$ cat src/sv/dual_channel_trimmed_mean_macros.svh
// assertion macros for the dual channel trimmed mean block
`ifndef DUAL_CHANNEL_TRIMMED_MEAN_MACROS_SVH
`define DUAL_CHANNEL_TRIMMED_MEAN_MACROS_SVH

// same-cycle implication, checked out of reset
`define DCTM_ASSERT_IMPLY(label, ante, cons, msg) \
    label: assert property (@(posedge i_clk) disable iff (!i_rst_n) (ante) |-> (cons)) \
        else $error(msg);

// next-cycle implication, checked out of reset
`define DCTM_ASSERT_NEXT(label, ante, cons, msg) \
    label: assert property (@(posedge i_clk) disable iff (!i_rst_n) (ante) |=> (cons)) \
        else $error(msg);

`endif

$ cat src/sv/dctm_pkg.sv
// shared types for the dual channel trimmed mean block
`default_nettype none

package dctm_pkg;

    // pipeline control from the top level to each channel
    typedef struct packed {
        logic acc_en;   // input row is folded into the accumulators
        logic last;     // that row closes the window
        logic fin_ld;   // window totals move into the final stage
        logic diff_ld;  // trimmed sum stage loads
        logic out_ld;   // result register loads
    } t_pipe_ctl;

endpackage

`default_nettype wire

$ cat src/sv/dctm_if.sv
// valid/ready stream interfaces for sample rows and average results
`default_nettype none

interface dctm_sample_if #(
    parameter int SAMPLE_BITS = 12
);
    logic                   valid;
    logic                   ready;
    logic [SAMPLE_BITS-1:0] pulse_sample;
    logic [SAMPLE_BITS-1:0] temp_sample;

    modport source (output valid, output pulse_sample, output temp_sample, input ready);
    modport sink   (input valid, input pulse_sample, input temp_sample, output ready);
endinterface

interface dctm_result_if #(
    parameter int SAMPLE_BITS = 12
);
    logic                   valid;
    logic                   ready;
    logic [SAMPLE_BITS-1:0] pulse_average;
    logic [SAMPLE_BITS-1:0] temp_average;

    modport source (output valid, output pulse_average, output temp_average, input ready);
    modport sink   (input valid, input pulse_average, input temp_average, output ready);
endinterface

`default_nettype wire

$ cat src/sv/dctm_chan.sv
// one channel: window sum and extremes, trimmed sum, reciprocal divide
`default_nettype none

module dctm_chan import dctm_pkg::*; #(
    parameter int WINDOW_LENGTH = 12,
    parameter int SAMPLE_BITS   = 12
) (
    input  wire logic                   i_clk,
    input  wire logic                   i_rst_n,
    input  wire t_pipe_ctl              i_ctl,
    input  wire logic [SAMPLE_BITS-1:0] i_sample,
    output logic      [SAMPLE_BITS-1:0] o_average
);

    // sum width holds a full window of samples
    localparam int SUMW    = SAMPLE_BITS + $clog2(WINDOW_LENGTH);
    localparam int DIVISOR = WINDOW_LENGTH - 2;
    // exact floor division by a constant: x * ceil(2^k / d) >> k
    localparam int RK      = SUMW + $clog2(DIVISOR);
    localparam int RW      = SUMW + 1;
    localparam int PW      = SUMW + RW;
    localparam longint unsigned RECIP_FULL =
        ((64'd1 << RK) + 64'(DIVISOR) - 64'd1) / 64'(DIVISOR);
    localparam logic [RW-1:0] RECIP = RECIP_FULL[RW-1:0];

    logic [SUMW-1:0]        r_sum, n_sum;
    logic [SAMPLE_BITS-1:0] r_min, n_min;
    logic [SAMPLE_BITS-1:0] r_max, n_max;
    logic [SUMW-1:0]        r_fin_sum;
    logic [SAMPLE_BITS-1:0] r_fin_min;
    logic [SAMPLE_BITS-1:0] r_fin_max;
    logic [SUMW-1:0]        r_diff;
    logic [PW-1:0]          r_prod;

    // fold the sample into the running totals
    always_comb begin
        n_sum = r_sum + SUMW'(i_sample);
        n_min = (i_sample < r_min) ? i_sample : r_min;
        n_max = (i_sample > r_max) ? i_sample : r_max;
    end

    // window accumulators, cleared when the window closes
    always_ff @(posedge i_clk) begin
        if (!i_rst_n) begin
            r_sum <= '0;
            r_min <= '1;
            r_max <= '0;
        end else if (i_ctl.acc_en) begin
            if (i_ctl.last) begin
                r_sum <= '0;
                r_min <= '1;
                r_max <= '0;
            end else begin
                r_sum <= n_sum;
                r_min <= n_min;
                r_max <= n_max;
            end
        end
    end

    // window totals, trimmed sum and scaled quotient
    always_ff @(posedge i_clk) begin
        if (i_ctl.fin_ld) begin
            r_fin_sum <= n_sum;
            r_fin_min <= n_min;
            r_fin_max <= n_max;
        end
        if (i_ctl.diff_ld) begin
            r_diff <= r_fin_sum - SUMW'(r_fin_min) - SUMW'(r_fin_max);
        end
        if (i_ctl.out_ld) begin
            r_prod <= PW'(r_diff) * PW'(RECIP);
        end
    end

    assign o_average = r_prod[RK +: SAMPLE_BITS];

endmodule

`default_nettype wire

$ cat src/sv/dual_channel_trimmed_mean.sv
// Dual channel trimmed mean: one result per WINDOW_LENGTH rows, dropping min and max.
// Throughput: one row per cycle; rows that do not close a window never stall, while the
// closing row waits until the window totals stage is free. The window's result is then
// registered through window totals, trimmed sum and reciprocal multiply.
// Reset (i_rst_n low, synchronous) clears the row counter, sums, extremes and valid bits.
`default_nettype none

`include "dual_channel_trimmed_mean_macros.svh"

module dual_channel_trimmed_mean import dctm_pkg::*; #(
    parameter int WINDOW_LENGTH = 12,
    parameter int SAMPLE_BITS   = 12
) (
    input wire logic      i_clk,
    input wire logic      i_rst_n,
    dctm_sample_if.sink   i_sample,
    dctm_result_if.source o_result
);

    localparam int CNTW = $clog2(WINDOW_LENGTH);
    localparam logic [CNTW-1:0] LAST_ROW = CNTW'(WINDOW_LENGTH - 1);

    logic                   r_in_vld;
    logic [SAMPLE_BITS-1:0] r_in_pulse;
    logic [SAMPLE_BITS-1:0] r_in_temp;
    logic [CNTW-1:0]        r_row_count;
    logic                   r_fin_vld;
    logic                   r_diff_vld;
    logic                   r_out_vld;

    logic      w_out_free;
    logic      w_diff_free;
    logic      w_fin_free;
    logic      w_last;
    logic      w_acc_en;
    logic      w_in_acc;
    t_pipe_ctl w_ctl;

    // stage flow: a stage moves when the next one is empty or moving
    always_comb begin
        w_out_free  = !r_out_vld || o_result.ready;
        w_diff_free = !r_diff_vld || w_out_free;
        w_fin_free  = !r_fin_vld || w_diff_free;
        w_last      = (r_row_count == LAST_ROW);
        w_acc_en    = r_in_vld && (!w_last || w_fin_free);
    end

    assign i_sample.ready = !r_in_vld || w_acc_en;
    assign w_in_acc       = i_sample.valid && i_sample.ready;

    // control bundle for both channels
    always_comb begin
        w_ctl.acc_en  = w_acc_en;
        w_ctl.last    = w_last;
        w_ctl.fin_ld  = w_acc_en && w_last;
        w_ctl.diff_ld = r_fin_vld && w_diff_free;
        w_ctl.out_ld  = r_diff_vld && w_out_free;
    end

    // valid bits and row counter
    always_ff @(posedge i_clk) begin
        if (!i_rst_n) begin
            r_in_vld    <= 1'b0;
            r_fin_vld   <= 1'b0;
            r_diff_vld  <= 1'b0;
            r_out_vld   <= 1'b0;
            r_row_count <= '0;
        end else begin
            if (i_sample.ready) begin
                r_in_vld <= i_sample.valid;
            end
            if (w_fin_free) begin
                r_fin_vld <= w_ctl.fin_ld;
            end
            if (w_diff_free) begin
                r_diff_vld <= r_fin_vld;
            end
            if (w_out_free) begin
                r_out_vld <= r_diff_vld;
            end
            if (w_acc_en) begin
                r_row_count <= w_last ? '0 : r_row_count + 1'b1;
            end
        end
    end

    // input register
    always_ff @(posedge i_clk) begin
        if (w_in_acc) begin
            r_in_pulse <= i_sample.pulse_sample;
            r_in_temp  <= i_sample.temp_sample;
        end
    end

    // pulse channel
    dctm_chan #(
        .WINDOW_LENGTH (WINDOW_LENGTH),
        .SAMPLE_BITS   (SAMPLE_BITS)
    ) u_pulse (
        .i_clk     (i_clk),
        .i_rst_n   (i_rst_n),
        .i_ctl     (w_ctl),
        .i_sample  (r_in_pulse),
        .o_average (o_result.pulse_average)
    );

    // temperature channel
    dctm_chan #(
        .WINDOW_LENGTH (WINDOW_LENGTH),
        .SAMPLE_BITS   (SAMPLE_BITS)
    ) u_temp (
        .i_clk     (i_clk),
        .i_rst_n   (i_rst_n),
        .i_ctl     (w_ctl),
        .i_sample  (r_in_temp),
        .o_average (o_result.temp_average)
    );

    assign o_result.valid = r_out_vld;

    // a row that does not close the window is never held back
    `DCTM_ASSERT_IMPLY(a_no_mid_stall, r_in_vld && !w_last, w_acc_en, "mid-window item stalled")
    // closing a window restarts the row count
    `DCTM_ASSERT_NEXT(a_count_wrap, w_acc_en && w_last, r_row_count == '0, "row count not cleared")
    // a blocked window total is not dropped
    `DCTM_ASSERT_NEXT(a_fin_hold, r_fin_vld && !w_fin_free, r_fin_vld, "window total lost")

endmodule

`default_nettype wire
$ cat src/flat_wrapper.sv
// flat-port wrapper written by rule: the top's interface ports become plain ports
module dual_channel_trimmed_mean_flat import dctm_pkg::*;
#(
    parameter int WINDOW_LENGTH = 12,
    parameter int SAMPLE_BITS   = 12
)
  (i_clk, i_rst_n, i_sample_valid, i_sample_pulse_sample, i_sample_temp_sample, i_sample_ready, o_result_valid, o_result_pulse_average, o_result_temp_average, o_result_ready);
  dctm_sample_if #(.SAMPLE_BITS(SAMPLE_BITS)) i_sample_i ();
  dctm_result_if #(.SAMPLE_BITS(SAMPLE_BITS)) o_result_i ();
  input wire logic i_clk;
  input wire logic i_rst_n;
  input wire logic [$bits(i_sample_i.valid)-1:0] i_sample_valid;
  input wire logic [$bits(i_sample_i.pulse_sample)-1:0] i_sample_pulse_sample;
  input wire logic [$bits(i_sample_i.temp_sample)-1:0] i_sample_temp_sample;
  output wire logic [$bits(i_sample_i.ready)-1:0] i_sample_ready;
  output wire logic [$bits(o_result_i.valid)-1:0] o_result_valid;
  output wire logic [$bits(o_result_i.pulse_average)-1:0] o_result_pulse_average;
  output wire logic [$bits(o_result_i.temp_average)-1:0] o_result_temp_average;
  input wire logic [$bits(o_result_i.ready)-1:0] o_result_ready;
  assign i_sample_i.valid = i_sample_valid;
  assign i_sample_i.pulse_sample = i_sample_pulse_sample;
  assign i_sample_i.temp_sample = i_sample_temp_sample;
  assign i_sample_ready = i_sample_i.ready;
  assign o_result_valid = o_result_i.valid;
  assign o_result_pulse_average = o_result_i.pulse_average;
  assign o_result_temp_average = o_result_i.temp_average;
  assign o_result_i.ready = o_result_ready;
  dual_channel_trimmed_mean #(.WINDOW_LENGTH(WINDOW_LENGTH), .SAMPLE_BITS(SAMPLE_BITS)) u_core (.i_clk(i_clk), .i_rst_n(i_rst_n), .i_sample(i_sample_i), .o_result(o_result_i));
endmodule
$ cat config.mk
export PLATFORM = sky130hd
export DESIGN_NAME = dual_channel_trimmed_mean_flat
export DESIGN_NICKNAME = d
export VERILOG_FILES = /design/src/sv/dctm_pkg.sv /design/src/sv/dctm_if.sv /design/src/sv/dctm_chan.sv /design/src/sv/dual_channel_trimmed_mean.sv /design/src/flat_wrapper.sv
export VERILOG_INCLUDE_DIRS = /design/src /design/src/sv
export SDC_FILE = /design/constraint.sdc
export NUM_CORES = 1
export LEC_CHECK = 0
export BUFFER_PORTS_ARGS = -buffer_cell sky130_fd_sc_hd__buf_4
export CELL_PAD_IN_SITES_DETAIL_PLACEMENT = 0
export CELL_PAD_IN_SITES_GLOBAL_PLACEMENT = 1
export CORE_ASPECT_RATIO = 1.25
export CORE_MARGIN = 1
export CORE_UTILIZATION = 25
export CTS_CLUSTER_SIZE = 28
export DETAILED_ROUTE_END_ITERATION = 16
export PLACE_DENSITY_LB_ADDON = 0.25
export SLEW_MARGIN = 10
export SYNTH_ARGS = -nofsm -noshare
export SYNTH_HDL_FRONTEND = slang
export SYNTH_SLANG_ARGS = --single-unit
$ cat constraint.sdc
create_clock -name i_clk -period 6.1 [get_ports i_clk]
set_clock_uncertainty 0.05 [all_clocks]
set_input_delay 0.61 -clock i_clk [delete_from_list [all_inputs] [get_ports i_clk]]
set_output_delay 0.61 -clock i_clk [all_outputs]
set_load 0.03 [all_outputs]
==> flow_summary.toml <==
[status]
run_status = "finished clean"

[global_routing]
grt_pass1_vias = 15141
grt_start_max_net_pins = 81
use_met2_pct = 21.4
antenna_found_initial = 0
grtUsageMet1_pct = 14.5
grt_pass1_wl_mm = 80.8
overflow = 0
grt_usage_pct = 11.7
grtUsageMet3_pct = 1.58
busiest_layer = "met2"

[yosys]
ys_top_cells_by_area = "edfxtp_1 (23%), ha_1 (21%), fa_1 (17%)"
synth_cell_types = 67
synth.net_count = 2592
synth_common_cells = "inv_1 (419), ha_1 (351), fa_1 (184), edfxtp_1 (160), nand2_1 (94)"
netlist_instances = 2029
synthArstFlopShare_pct = 0
yosysWarnings = 0
ys_ff_latch = 248
synth_top_area_share_pct = 22.5
seq_area_frac_synth_pct = 30.8
synth_edf_count = 160
synthesis.area_um2 = 21300
synth-main-ff-cell = "edfxtp_1"
yosys.area.top_type = "edfxtp_1"
yosysMostFrequentCell = "inv_1"
syn_avg_cell_area_um2 = 10.5

[sta]
slew_violations = 0
post-route-min-period_ns = 5.87
period_share_pct = 96.2
relSlewSlack_pct = 12.0
timing.hold.ws_ns = 0.180
setup_viol = 0
hold_viol_final = 0
fmax_ghz = 0.170
tightest_slew_ns = 1.31

[routing]
vias = 13741
ant_nets = 0
drc = 0
avgRoutedWirePerCell_um = 15.4
drt_iter0_drc = 461
finalWirelength_mm = 49.6
detail_route.vias_per_cell = 4.26
dr.pass1.iters = 4

[die]
initial_core_util_pct = 25.3
core_area_um2 = 84400
dieArea_um2 = 86500
fp-row-count = 119
chipHeight_um = 329
ios = 54
die_x_um = 263

[clock_network]
htreeDepth = 2
cts_max_path_buffers = 3
clkSlewWorstSetupHoldPaths_ns = 0.06
cts_buffers = 34
clock-sinks = 248
cts_tree = "done"
cts_root_buf = "clkbuf_16"
clock_latency_ns = 0.55

[worst_hold_path]
hold_class = "input pin to flop"
hold_depth = 1

[setup_path]
max_stage_delay_ns = 0.48
end_kind = "flop"
setup.worst_path.class = "flop to flop"
cp.arrival_ns = 6.10
path_max_fanout = 5
slowest_stage = "fa_1"
startpoint_type = "flop"
path_cells = "buf_4 > ha_1 > xor2_1 > ha_1 > fa_1 > inv_1 > fa_1 > inv_1 > fa_1 > inv_1 > fa_1 > inv_1 > ha_1 > and4_2 > a221oi_4 > nand3_2 > a2111oi_4 > o21bai_2 > a21oi_2 > xnor2_1"
r2r_cells = 20
worstPathRequired_ns = 6.33

[placed_design]
place_inst = 3152
place_congestion = 0.885
place_area_um2 = 23100
place_hpwl_mm = 41.1
port_buffers = 53

[cells_and_area]
drive_gt1_share_pct = 8.08
fin_area_um2 = 24400
fillers = 8675
nNetsFinal = 2678
final_cell_count_no_fill = 3229
area_growth_pct = 14.6
n_antenna_cell = 0

[job]
cap_violations = 0

[pwr]
power.density_nw_per_um2 = 180
power.leakage_nw = 11.3
ir_drop_mv = 0.136
-- path summary, 6_finish.rpt --
check / startpoint / end / slack [ns]
worst min register to register: u_core.u_pulse.r_max[5] / u_core.u_pulse.r_max[5] / 0.42
worst max-delay path: u_core.u_temp.r_diff[4] / u_core.u_temp.r_prod[30] / 0.23
worst min-delay path: i_sample_pulse_sample[2] / u_core.r_in_pulse[2] / 0.18
worst max register to register: u_core.u_temp.r_diff[4] / u_core.u_temp.r_prod[30] / 0.23
-- final cells by class --
type | instances | area (um2) | share of cell area [%]
timing repair buffer | 86 | 646 | 2.64
clock buffer | 48 | 933 | 3.82
clock inverter | 13 | 214 | 0.875
tap | 1089 | 1360 | 5.57
inverter | 419 | 1570 | 6.43
multi-input combinational | 1326 | 13200 | 53.8
sequential | 248 | 6570 | 26.9
-- where the power goes --
part / switching, mW / leakage [nW] / internal [mW] / total [mW]
clock: 0.801 / 0.559 / 1.25 / 2.05
combinational: 0.250 / 8.59 / 0.193 / 0.443
sequential: 0.0539 / 2.19 / 1.86 / 1.91
-- cell usage in the layout, fill, tap and decap left out, drive strengths merged, types with 18 or more instances in the layout --
cell type,count
fa,184
edfxtp,160
inv,422
o21a,20
o21ai,92
nor2b,37
xor2,33
nor3,21
a21o,34
a21oi,66
buf,86
xnor2,58
dfxtp,88
ha,351
a22oi,18
a22o,34
nand3,42
clkbuf,48
nor2,66
nand2,94
o211ai,23
-- repair_timing --
action                                  in CTS  in global routing
hold buffers                                 0                  0
setup buffers                                0                 16
endpoints found under the setup margin       0                  9
resized for setup                            0                  8
-- per-layer routing --
layer	routed length (um)	up-vias
met4	1000	0
met1	22900	6523
met2	24600	135
met3	1180	55
li1	-	7028
met5	0	-
-- worst max-delay path, delay by kind of cell, from the launching register on --
family,cells,cell delay [ns]
AO/OA/AOI/OAI,4,1.04
XOR/XNOR,2,0.26
adder cells (fa/ha/maj),7,2.98
buffers and inverters,5,0.39
flip-flops,1,0.44
AND/OR/NAND/NOR,2,0.42
-- registers in the layout (all words and copies together), names as in the netlist, 16 cells and up --
name                      cells
u_core.u_temp.r_diff         16
u_core.u_pulse.r_fin_sum     16
u_core.u_temp.r_fin_sum      16
u_core.u_pulse.r_sum         16
u_core.u_temp.r_sum          16
u_core.u_pulse.r_diff        16
-- cell families (layout without fill, tap and decap cells) --
logic type,after synthesis,after routing,synth area share (%)
xor gates and xnor gates,91,91,3.74
buffers and inverters,455,566,8.03
and+or+nand+nor,328,328,7.46
DFF,248,248,30.8
adders and majority gates,535,535,37.8
AOI/OAI and AO/OA,355,355,11.3
muxes,17,17,0.880
-- stage by stage --
step	total power [mW]	util [%]	setup TNS, ns	setup WS, ns
after global placement	2.38	27.4	0	0.237
after detailed placement	2.39	27.4	0	0.167
final	4.41	29.0	0	0.232
after CTS	4.51	28.8	0	0.145
after floorplan	2.26	-	0	0.597
after global routing	4.62	29.0	-0.0215	-0.0215
(Power assumes the default switching activity.)
